--- src/design/vfpa_pkg.sv ---
`default_nettype none
// ----------------------------------------------------------------------------
// vfpa_pkg: shared definitions for the vertical force pi admittance core
// widths, reset values, register codes and the fixed-point helpers used by
// the sequencer and the digit-serial multiplier
// ----------------------------------------------------------------------------
package vfpa_pkg;

	localparam int TIME_W     = 48;                 // sim_time, last_time, dt
	localparam int DATA_W     = 32;                 // registers, fields, outputs
	localparam int ERR_W      = 34;                 // force error, Q18.16
	localparam int INTEG_W    = 48;                 // error integral, Q32.16
	localparam int FRAC_W     = 16;                 // fraction bits of Q.16
	localparam int MUL_A_W    = 48;                 // multiplicand magnitude
	localparam int MUL_B_W    = 36;                 // multiplier magnitude, whole digits
	localparam int DIGIT_W    = 4;                  // bits retired per cycle
	localparam int MUL_DIGITS = MUL_B_W / DIGIT_W;  // digits per product
	localparam int MUL_CNT_W  = $clog2(MUL_DIGITS + 1);
	localparam int PROD_W     = MUL_A_W + MUL_B_W;
	localparam int RND_W      = PROD_W - FRAC_W + 1;
	localparam int TERM_W     = 52;                 // one rounded term, +-2^50
	localparam int SUM_W      = 53;                 // sum of two terms
	localparam int CFG_IDX_W  = 2;

	// rounded product magnitudes clamp here
	localparam logic [RND_W-1:0] TERM_LIMIT = {{(RND_W-51){1'b0}}, 1'b1, 50'd0};

	localparam logic [DATA_W-1:0] TARGET_RST = 32'd655360;
	localparam logic [DATA_W-1:0] PROP_RST   = 32'd6554;
	localparam logic [DATA_W-1:0] IGAIN_RST  = 32'd3277;
	localparam logic [DATA_W-1:0] LAT_RST    = 32'd6554;

	typedef enum logic [CFG_IDX_W-1:0] {
		REG_TARGET = 2'd0,
		REG_PROP   = 2'd1,
		REG_IGAIN  = 2'd2,
		REG_LAT    = 2'd3
	} cfg_reg_t;

	// start of one product, with its operand magnitudes
	typedef struct packed {
		logic               start;
		logic [MUL_A_W-1:0] a;
		logic [MUL_B_W-1:0] b;
	} mul_req_t;

	// magnitude of a 48-bit two's complement value, the most negative fits
	function automatic logic [MUL_A_W-1:0] mag48(input logic [INTEG_W-1:0] v);
		return v[INTEG_W-1] ? (~v + 1'b1) : v;
	endfunction

	// clamp a term sum to the 32-bit signed range
	function automatic logic [DATA_W-1:0] sat_data(input logic [SUM_W-1:0] v);
		logic [SUM_W-DATA_W:0] hi;
		hi = v[SUM_W-1:DATA_W-1];
		if ((&hi) || !(|hi))
			return v[DATA_W-1:0];
		else if (v[SUM_W-1])
			return {1'b1, {(DATA_W-1){1'b0}}};
		else
			return {1'b0, {(DATA_W-1){1'b1}}};
	endfunction

	// clamp a term sum to the 48-bit signed integral range
	function automatic logic [INTEG_W-1:0] sat_integ(input logic [SUM_W-1:0] v);
		logic [SUM_W-INTEG_W:0] hi;
		hi = v[SUM_W-1:INTEG_W-1];
		if ((&hi) || !(|hi))
			return v[INTEG_W-1:0];
		else if (v[SUM_W-1])
			return {1'b1, {(INTEG_W-1){1'b0}}};
		else
			return {1'b0, {(INTEG_W-1){1'b1}}};
	endfunction

endpackage
`default_nettype wire

--- src/design/vfpa_mul.sv ---
`default_nettype none
// ----------------------------------------------------------------------------
// vfpa_mul: digit-serial unsigned multiplier
// retires one 4-bit digit of the multiplier per cycle, right-shifting the
// partial product; the full product is ready the cycle done is high
// ----------------------------------------------------------------------------
module vfpa_mul (
	input  wire logic                        clk,
	input  wire logic                        arst_n,
	input  wire vfpa_pkg::mul_req_t          req,
	output logic                             done,
	output logic [vfpa_pkg::PROD_W-1:0]      prod
);

	localparam int AW = vfpa_pkg::MUL_A_W;
	localparam int BW = vfpa_pkg::MUL_B_W;
	localparam int DW = vfpa_pkg::DIGIT_W;
	localparam int PW = vfpa_pkg::PROD_W;
	localparam int CW = vfpa_pkg::MUL_CNT_W;

	logic [AW-1:0]    a_q;
	logic [PW-1:0]    acc_q;
	logic [CW-1:0]    cnt_q;
	logic             busy_q;
	logic             done_q;
	logic [AW+DW-1:0] part;
	logic [AW+DW-1:0] hi_sum;

	// multiplicand times the lowest digit, added into the upper half
	assign part   = {{DW{1'b0}}, a_q} * {{AW{1'b0}}, acc_q[DW-1:0]};
	assign hi_sum = {{DW{1'b0}}, acc_q[PW-1:BW]} + part;

	always_ff @(posedge clk or negedge arst_n) begin
		if (!arst_n) begin
			busy_q <= 1'b0;
			done_q <= 1'b0;
			cnt_q  <= '0;
		end else begin
			done_q <= 1'b0;
			if (req.start) begin
				busy_q <= 1'b1;
				cnt_q  <= CW'(vfpa_pkg::MUL_DIGITS);
			end else if (busy_q) begin
				cnt_q <= cnt_q - 1'b1;
				if (cnt_q == CW'(1)) begin
					busy_q <= 1'b0;
					done_q <= 1'b1;
				end
			end
		end
	end

	always_ff @(posedge clk) begin
		if (req.start) begin
			a_q   <= req.a;
			acc_q <= {{AW{1'b0}}, req.b};
		end else if (busy_q) begin
			acc_q <= {hi_sum, acc_q[BW-1:DW]};
		end
	end

	assign done = done_q;
	assign prod = acc_q;

endmodule
`default_nettype wire

--- src/design/vertical_force_pi_admittance_core.sv ---
`default_nettype none
// ----------------------------------------------------------------------------
// vertical_force_pi_admittance_core: pi force controller on Q16.16 data
// turns a time stamp, a vertical force and a lateral position into vertical
// and lateral velocity commands, keeping a saturated error integral
// ----------------------------------------------------------------------------
// Each input word goes through the prep, multiply, round and apply states
// before its result is loaded in the output register, and the next word
// can be taken in the cycle after that, so only one word is in flight at a
// time. Four Q16.16 products are formed one after another on a single
// digit-serial multiplier that retires four bits per cycle: dt*error,
// prop_gain*error, integ_gain*integral and -lateral_gain*handle_x, each
// followed by rounding and update; the third depends on the integral the
// first one leaves. A finished result sits in the output register until
// taken, and the block only waits for it when a second result is ready
// before the first has gone. Products round to nearest with ties away from
// zero, the integral clamps to 48-bit signed and both outputs clamp to 32-bit
// signed. The first word after reset gets a zero time step. Configuration
// is always ready; write it while no word is in flight.
// ----------------------------------------------------------------------------
module vertical_force_pi_admittance_core (
	input  wire logic                               clk,
	input  wire logic                               arst_n,
	// configuration write channel
	input  wire logic                               cfg_valid,
	output logic                                    cfg_ready,
	input  wire logic [vfpa_pkg::CFG_IDX_W-1:0]     cfg_index,
	input  wire logic [vfpa_pkg::DATA_W-1:0]        cfg_data,
	// input words
	input  wire logic                               in_valid,
	output logic                                    in_ready,
	input  wire logic [vfpa_pkg::TIME_W-1:0]        sim_time,
	input  wire logic signed [vfpa_pkg::DATA_W-1:0] force_z,
	input  wire logic signed [vfpa_pkg::DATA_W-1:0] handle_x,
	// result words
	output logic                                    out_valid,
	input  wire logic                               out_ready,
	output logic signed [vfpa_pkg::DATA_W-1:0]      vel_x,
	output logic signed [vfpa_pkg::DATA_W-1:0]      vel_z
);

	localparam int DW  = vfpa_pkg::DATA_W;
	localparam int TW  = vfpa_pkg::TIME_W;
	localparam int EW  = vfpa_pkg::ERR_W;
	localparam int IW  = vfpa_pkg::INTEG_W;
	localparam int AW  = vfpa_pkg::MUL_A_W;
	localparam int BW  = vfpa_pkg::MUL_B_W;
	localparam int PW  = vfpa_pkg::PROD_W;
	localparam int FW  = vfpa_pkg::FRAC_W;
	localparam int RW  = vfpa_pkg::RND_W;
	localparam int TMW = vfpa_pkg::TERM_W;
	localparam int SW  = vfpa_pkg::SUM_W;

	// sequencer states, one-hot
	typedef enum logic [5:0] {
		S_IDLE  = 6'b000001,
		S_PREP  = 6'b000010,
		S_MUL   = 6'b000100,
		S_ROUND = 6'b001000,
		S_APPLY = 6'b010000,
		S_OUT   = 6'b100000
	} state_t;

	// which product is on the multiplier
	typedef enum logic [1:0] {
		OP_INTEG = 2'd0,   // dt * error, into the integral
		OP_PROP  = 2'd1,   // prop_gain * error
		OP_IGAIN = 2'd2,   // integ_gain * integral
		OP_LAT   = 2'd3    // -lateral_gain * handle_x
	} op_t;

	state_t state_q;
	op_t    op_q;
	op_t    sel_op;

	// configuration registers
	logic [DW-1:0] target_q;
	logic [DW-1:0] prop_q;
	logic [DW-1:0] igain_q;
	logic [DW-1:0] lat_q;

	// controller state
	logic          started_q;
	logic [TW-1:0] last_time_q;
	logic [IW-1:0] integ_q;

	// per-word working registers
	logic [EW-1:0]  err_q;
	logic [TW-1:0]  dt_q;
	logic [DW-1:0]  hx_q;
	logic           neg_q;
	logic [TMW-1:0] term_q;
	logic [SW-1:0]  vz_q;

	// output register
	logic          out_valid_q;
	logic [DW-1:0] vel_x_q;
	logic [DW-1:0] vel_z_q;

	logic           accept;
	logic [EW-1:0]  err_c;
	logic [AW-1:0]  dt_mag;
	logic [AW-1:0]  err_mag;
	logic [AW-1:0]  integ_mag;
	logic [AW-1:0]  prop_mag;
	logic [AW-1:0]  igain_mag;
	logic [AW-1:0]  lat_mag;
	logic [AW-1:0]  hx_mag;
	logic           neg_c;
	logic [RW-1:0]  rnd_c;
	logic [RW-1:0]  clamp_c;
	logic [TMW-1:0] term_c;
	logic [SW-1:0]  term_ext;

	vfpa_pkg::mul_req_t mul_req;
	logic               mul_done;
	logic [PW-1:0]      mul_prod;

	assign accept    = in_valid && in_ready;
	assign in_ready  = (state_q == S_IDLE);
	assign cfg_ready = 1'b1;

	// error = -target - force, exact in 34 bits
	assign err_c = {EW{1'b0}} - {{(EW-DW){target_q[DW-1]}}, target_q}
		- {{(EW-DW){force_z[DW-1]}}, force_z};

	// operand magnitudes
	assign dt_mag    = vfpa_pkg::mag48(dt_q);
	assign err_mag   = vfpa_pkg::mag48({{(IW-EW){err_q[EW-1]}}, err_q});
	assign integ_mag = vfpa_pkg::mag48(integ_q);
	assign prop_mag  = vfpa_pkg::mag48({{(IW-DW){prop_q[DW-1]}}, prop_q});
	assign igain_mag = vfpa_pkg::mag48({{(IW-DW){igain_q[DW-1]}}, igain_q});
	assign lat_mag   = vfpa_pkg::mag48({{(IW-DW){lat_q[DW-1]}}, lat_q});
	assign hx_mag    = vfpa_pkg::mag48({{(IW-DW){hx_q[DW-1]}}, hx_q});

	// on apply the next product is launched, otherwise the current one
	assign sel_op = (state_q == S_APPLY) ? op_t'(op_q + 2'd1) : op_q;

	always_comb begin
		mul_req.start = (state_q == S_PREP) || ((state_q == S_APPLY) && (op_q != OP_LAT));
		unique case (sel_op)
			OP_INTEG: begin
				mul_req.a = dt_mag;
				mul_req.b = err_mag[BW-1:0];
				neg_c     = dt_q[TW-1] ^ err_q[EW-1];
			end
			OP_PROP: begin
				mul_req.a = err_mag;
				mul_req.b = prop_mag[BW-1:0];
				neg_c     = prop_q[DW-1] ^ err_q[EW-1];
			end
			OP_IGAIN: begin
				mul_req.a = integ_mag;
				mul_req.b = igain_mag[BW-1:0];
				neg_c     = igain_q[DW-1] ^ integ_q[IW-1];
			end
			OP_LAT: begin
				// the gain enters negated: its sign flips unless it is zero
				mul_req.a = hx_mag;
				mul_req.b = lat_mag[BW-1:0];
				neg_c     = (~lat_q[DW-1] & (|lat_q)) ^ hx_q[DW-1];
			end
			default: begin
				mul_req.a = '0;
				mul_req.b = '0;
				neg_c     = 1'b0;
			end
		endcase
	end

	vfpa_mul u_mul (
		.clk    (clk),
		.arst_n (arst_n),
		.req    (mul_req),
		.done   (mul_done),
		.prod   (mul_prod)
	);

	// drop 16 fraction bits, ties away from zero on the magnitude, then clamp
	assign rnd_c   = {1'b0, mul_prod[PW-1:FW]} + {{(RW-1){1'b0}}, mul_prod[FW-1]};
	assign clamp_c = (rnd_c > vfpa_pkg::TERM_LIMIT) ? vfpa_pkg::TERM_LIMIT : rnd_c;
	assign term_c  = neg_q ? (~clamp_c[TMW-1:0] + 1'b1) : clamp_c[TMW-1:0];

	assign term_ext = {{(SW-TMW){term_q[TMW-1]}}, term_q};

	// configuration writes
	always_ff @(posedge clk or negedge arst_n) begin
		if (!arst_n) begin
			target_q <= vfpa_pkg::TARGET_RST;
			prop_q   <= vfpa_pkg::PROP_RST;
			igain_q  <= vfpa_pkg::IGAIN_RST;
			lat_q    <= vfpa_pkg::LAT_RST;
		end else if (cfg_valid) begin
			unique case (vfpa_pkg::cfg_reg_t'(cfg_index))
				vfpa_pkg::REG_TARGET: target_q <= cfg_data;
				vfpa_pkg::REG_PROP:   prop_q   <= cfg_data;
				vfpa_pkg::REG_IGAIN:  igain_q  <= cfg_data;
				vfpa_pkg::REG_LAT:    lat_q    <= cfg_data;
				default:              ;
			endcase
		end
	end

	// sequencer and controller state
	always_ff @(posedge clk or negedge arst_n) begin
		if (!arst_n) begin
			state_q     <= S_IDLE;
			op_q        <= OP_INTEG;
			started_q   <= 1'b0;
			last_time_q <= '0;
			integ_q     <= '0;
			out_valid_q <= 1'b0;
		end else begin
			// result register: loaded at the end of a word, emptied when taken
			if ((state_q == S_OUT) && (!out_valid_q || out_ready))
				out_valid_q <= 1'b1;
			else if (out_valid_q && out_ready)
				out_valid_q <= 1'b0;
			unique case (state_q)
				S_IDLE: begin
					if (accept) begin
						// record the time; the first word after reset gets a zero time step
						started_q   <= 1'b1;
						last_time_q <= sim_time;
						op_q        <= OP_INTEG;
						state_q     <= S_PREP;
					end
				end
				S_PREP: begin
					state_q <= S_MUL;
				end
				S_MUL: begin
					if (mul_done)
						state_q <= S_ROUND;
				end
				S_ROUND: begin
					state_q <= S_APPLY;
				end
				S_APPLY: begin
					unique case (op_q)
						OP_INTEG: integ_q <= vfpa_pkg::sat_integ(
							{{(SW-IW){integ_q[IW-1]}}, integ_q} + term_ext);
						default:  ;
					endcase
					if (op_q == OP_LAT) begin
						state_q <= S_OUT;
					end else begin
						op_q    <= sel_op;
						state_q <= S_MUL;
					end
				end
				S_OUT: begin
					// hold here only while an untaken result blocks the register
					if (!out_valid_q || out_ready)
						state_q <= S_IDLE;
				end
				default: state_q <= S_IDLE;
			endcase
		end
	end

	// working data, no reset needed
	always_ff @(posedge clk) begin
		if (accept) begin
			err_q <= err_c;
			dt_q  <= started_q ? (sim_time - last_time_q) : {TW{1'b0}};
			hx_q  <= handle_x;
		end
		if (mul_req.start)
			neg_q <= neg_c;
		if (state_q == S_ROUND)
			term_q <= term_c;
		if (state_q == S_APPLY) begin
			unique case (op_q)
				OP_PROP:  vz_q <= term_ext;
				OP_IGAIN: vz_q <= vz_q + term_ext;
				default:  ;
			endcase
		end
		if ((state_q == S_OUT) && (!out_valid_q || out_ready)) begin
			vel_x_q <= vfpa_pkg::sat_data(term_ext);
			vel_z_q <= vfpa_pkg::sat_data(vz_q);
		end
	end

	assign out_valid = out_valid_q;
	assign vel_x     = vel_x_q;
	assign vel_z     = vel_z_q;

endmodule
`default_nettype wire

--- config.mk ---
export PLATFORM = sky130hd
export DESIGN_NAME = vertical_force_pi_admittance_core
export DESIGN_NICKNAME = d
export VERILOG_FILES = /design/src/design/vfpa_pkg.sv /design/src/design/vfpa_mul.sv /design/src/design/vertical_force_pi_admittance_core.sv
export SDC_FILE = /design/constraint.sdc
export NUM_CORES = 2
export LEC_CHECK = 0
export BUFFER_PORTS_ARGS = -buffer_cell sky130_fd_sc_hd__buf_4
export CAP_MARGIN = 0
export CELL_PAD_IN_SITES_DETAIL_PLACEMENT = 1
export CELL_PAD_IN_SITES_GLOBAL_PLACEMENT = 1
export CORE_ASPECT_RATIO = 0.9
export CORE_MARGIN = 5
export CORE_UTILIZATION = 51
export DETAILED_ROUTE_END_ITERATION = 8
export PLACE_DENSITY_LB_ADDON = 0.1
export SETUP_SLACK_MARGIN = 0.2
export SYNTH_ARGS = -nofsm -noshare
export SYNTH_HDL_FRONTEND = slang
export SYNTH_HIERARCHICAL = 1
export SYNTH_SLANG_ARGS = --single-unit
--- constraint.sdc ---
create_clock -name clk -period 11.2 [get_ports clk]
set_input_delay 0.56 -clock clk [delete_from_list [all_inputs] [get_ports clk]]
set_output_delay 0.56 -clock clk [all_outputs]
set_load 0.005 [all_outputs]
==> results.toml <==
[run_status]
status = "completed"

[route]
drt_iter0_markers = 3323
drcViolationCount = 0
drt_wl_total_mm = 176
routedWlPerCell_um = 24.6
final_antenna_net_count = 0
viasPerCell = 6.21
vias = 44400
drtPass1Iterations = 5

[synthesis]
ys_ff_latch = 656
ys.flop_type = "edfxtp_1"
syn_area_mm2 = 0.0524
async_reset_ff_share_pct = 36.6
yosys_warnings = 6
synthTopCellsByArea = "edfxtp_1, dfrtp_1, ha_1"
ys_seq_area_share_pct = 34.4
synth_most_common_cell = "nand2_1"
synth-edff-count = 368
synth_area_leader_cell = "edfxtp_1"
syn-instance-count = 5635
synth_commonest_cells = "nand2_1, inv_1, o21ai_0, edfxtp_1, xnor2_1"
synth_top_area_share_pct = 21.1
synth_cell_type_count = 103
avgSynthCellArea_um2 = 9.30

[floorplanning]
rows = 111
io-pin-count = 218
die-height_um = 314
die-area_mm2 = 0.109
core_region_area_mm2 = 0.102
floorplan.initialDensity_pct = 51.4
die_x_um = 348

[setup_path]
cp_slowest_stage_delay_ns = 0.73
rr_worst_depth = 23
path_cells = "ha_1 -> ha_1 -> nand2_1 -> nor4_1 -> nand4_1 -> nor4_1 -> nor2b_1 -> nor2_1 -> o21bai_1 -> a211o_1 -> nor2_2 -> nand2_1 -> ha_1 -> and3_1 -> nand4_1 -> a2111oi_0 -> buf_4 -> nor3b_1 -> nand2_1 -> or4_1 -> nand3b_1 -> a211o_1 -> o211ai_1"
crit_fanout = 9
start_kind = "register"
crit_arrival_ns = 7.96
slowest_stage = "nor4_1"
critPathCaptureType = "register"
required_ns = 11.71
r2r_slack_ns = 3.74
criticalPathCategory = "register to register"

[sta]
finalSetupViolCount = 0
max_freq_mhz = 134
hold_violations = 0
fin_skew_ns = 0.0193
worst_slew_pin_slew_ns = 1.15
holdWs_ns = 0.0654
rsz0062_at_grt = "no"
finalCriticalPeriod_ns = 7.46
fin_setup_tns_ns = 0
maxSlewHeadroom_pct = 21.4
maxSlewViolCount = 0
period_share_pct = 66.6

[clocking]
post_cts_resized = 0
worstSkewPairLatency_ns = 0.67
cts_buffers = 79
h-tree-depth = 3
cts_root_buffer = "clkbuf_16"
clkTransAtPathRegs_ns = 0.06
postCtsSetupBuffers = 0
clockBufferDepth = 3
cts_tree = "done"
cts_hold_buf = 1
cts.sinks = 656

[pwr]
p_seq_share_pct = 20.1
powerDensity_mw_per_mm2 = 353
p_leak_uw = 0.0247
power_uw = 20400
internal-power_uw = 9960
power_switching_uw = 10400
ir_worst_vdd_mv = 0.395
p_sw_share_pct = 51.1
p_comb_share_pct = 67.4
p_clk_share_pct = 12.4

[min_path]
hold_class = "input port to register"
holdPathStages = 1

[global_routing]
antenna_found_initial = 5
grt-ovfl-total = 0
track_usage_pct = 31.4
grt_max_degree = 166
grt_first_pass_wirelength_mm = 272
first_global_vias = 45300

[run]
cap_violations = 0

[final_layout]
fillers = 11600
drive_gt1_share_pct = 12.3
final_cells = 7147
syn2layout_area_growth_pct = 10.1
layout.nets = 6307

[place]
post-place-cells = 6996
gp_congestion = 0.940
numPortBuffers = 216
dpl.hpwl_mm = 136
[layout make-up]
cell class / instances / area (µm²) / area share, %
multi-input combinational: 4272 / 31700 / 55.0
antenna: 4 / 10.0 / 0.0173
clock inverter: 34 / 300 / 0.520
sequential: 656 / 18000 / 31.3
timing repair buffer: 266 / 2020 / 3.50
clock buffer: 112 / 2220 / 3.85
tap: 1356 / 1700 / 2.94
inverter: 447 / 1680 / 2.92
[worst max-delay path: cells and delay by family, from the launching register on]
kind / cells / cell delay [ns]
adder cells (fa/ha/maj): 3 / 1.14
AND/OR/NAND/NOR: 14 / 4.32
AO/OA/AOI/OAI: 5 / 1.26
buffers and inverters: 1 / 0.22
flip-flops: 1 / 0.36
[state kept, by name, summed over array words and instances, names as in the netlist, 34 cells and up]
register     count
vz_q            53
u_mul/a_q       48
integ_q         48
dt_q            48
last_time_q     48
u_mul/prod      84
err_q           34
term_q          52
[power by group through the flow]
stage / sequential [µW] / combinational (µW) / clock [µW]
after floorplan: 3800 / 9610 / 0
after global placement: 4090 / 13100 / 0
after detailed placement: 4140 / 13400 / 0
after CTS: 4090 / 13500 / 2590
after global routing: 4170 / 15000 / 2690
final: 4100 / 13800 / 2540
[cell usage in the layout, fill, tap and decap left out, drive strengths merged, types with 39 or more instances in the layout]
master / n
a21oi: 268
and2: 246
o221a: 49
clkbuf: 112
fa: 143
xnor2: 323
or4: 52
nand4: 99
nor2: 265
inv: 449
dfxtp: 48
nand3: 111
edfxtp: 368
nand2: 461
nand2b: 63
o31ai: 97
buf: 265
o211ai: 72
a31oi: 39
o21ai: 392
or3: 54
and3: 64
xor2: 188
o21a: 48
dfrtp: 216
ha: 291
mux2: 173
nor4: 53
o41ai: 47
nor2b: 42
nor3: 95
a21o: 172
[kinds of logic after synthesis]
group                      count (synthesis)  share of synthesized area (%)
xor gates and xnor gates                 511                           8.54
and+or+nand+nor                         1694                           16.8
AOI/OAI and AO/OA                       1415                           17.9
adders and majority gates                434                           12.4
other                                      2                         0.0143
muxes                                    215                           4.76
DFF                                      656                           34.4
buffers and inverters                    708                           5.17
[stage by stage]
stage	cell area, µm²	util [%]	worst slack (ns)
2_1_floorplan	52400	-	5.08
3_3_place_gp	55200	54.1	4.21
3_5_place_dp	55200	54.1	3.99
4_1_cts	57700	56.6	3.89
5_1_grt	57700	56.6	3.10
6_report	57700	56.6	3.74
[per-layer routing]
| metal | wire, µm | share of wire (%) | up-vias | global-route usage, % |
|---|---|---|---|---|
| li1 | - | - | 20500 | - |
| met1 | 78900 | 45 | 22300 | 44.3 |
| met2 | 80300 | 46 | 1299 | 50.2 |
| met3 | 9800 | 5.6 | 295 | 4.08 |
| met4 | 6960 | 4.0 | 4 | 10.8 |
| met5 | 27 | 0.015 | - | 0 |
[worst paths after layout]
path,startpoint,end
worst max-delay path,u_mul/prod[15],term_q[48]
worst min register to register,last_time_q[47],last_time_q[47]
worst min-delay path,handle_x[4],hx_q[4]
max in group asynchronous,arst_n,lat_q[0]
min in group asynchronous,arst_n,integ_q[45]
worst max register to register,u_mul/prod[15],term_q[48]
Note: power is estimated with default switching activity, not from simulation.
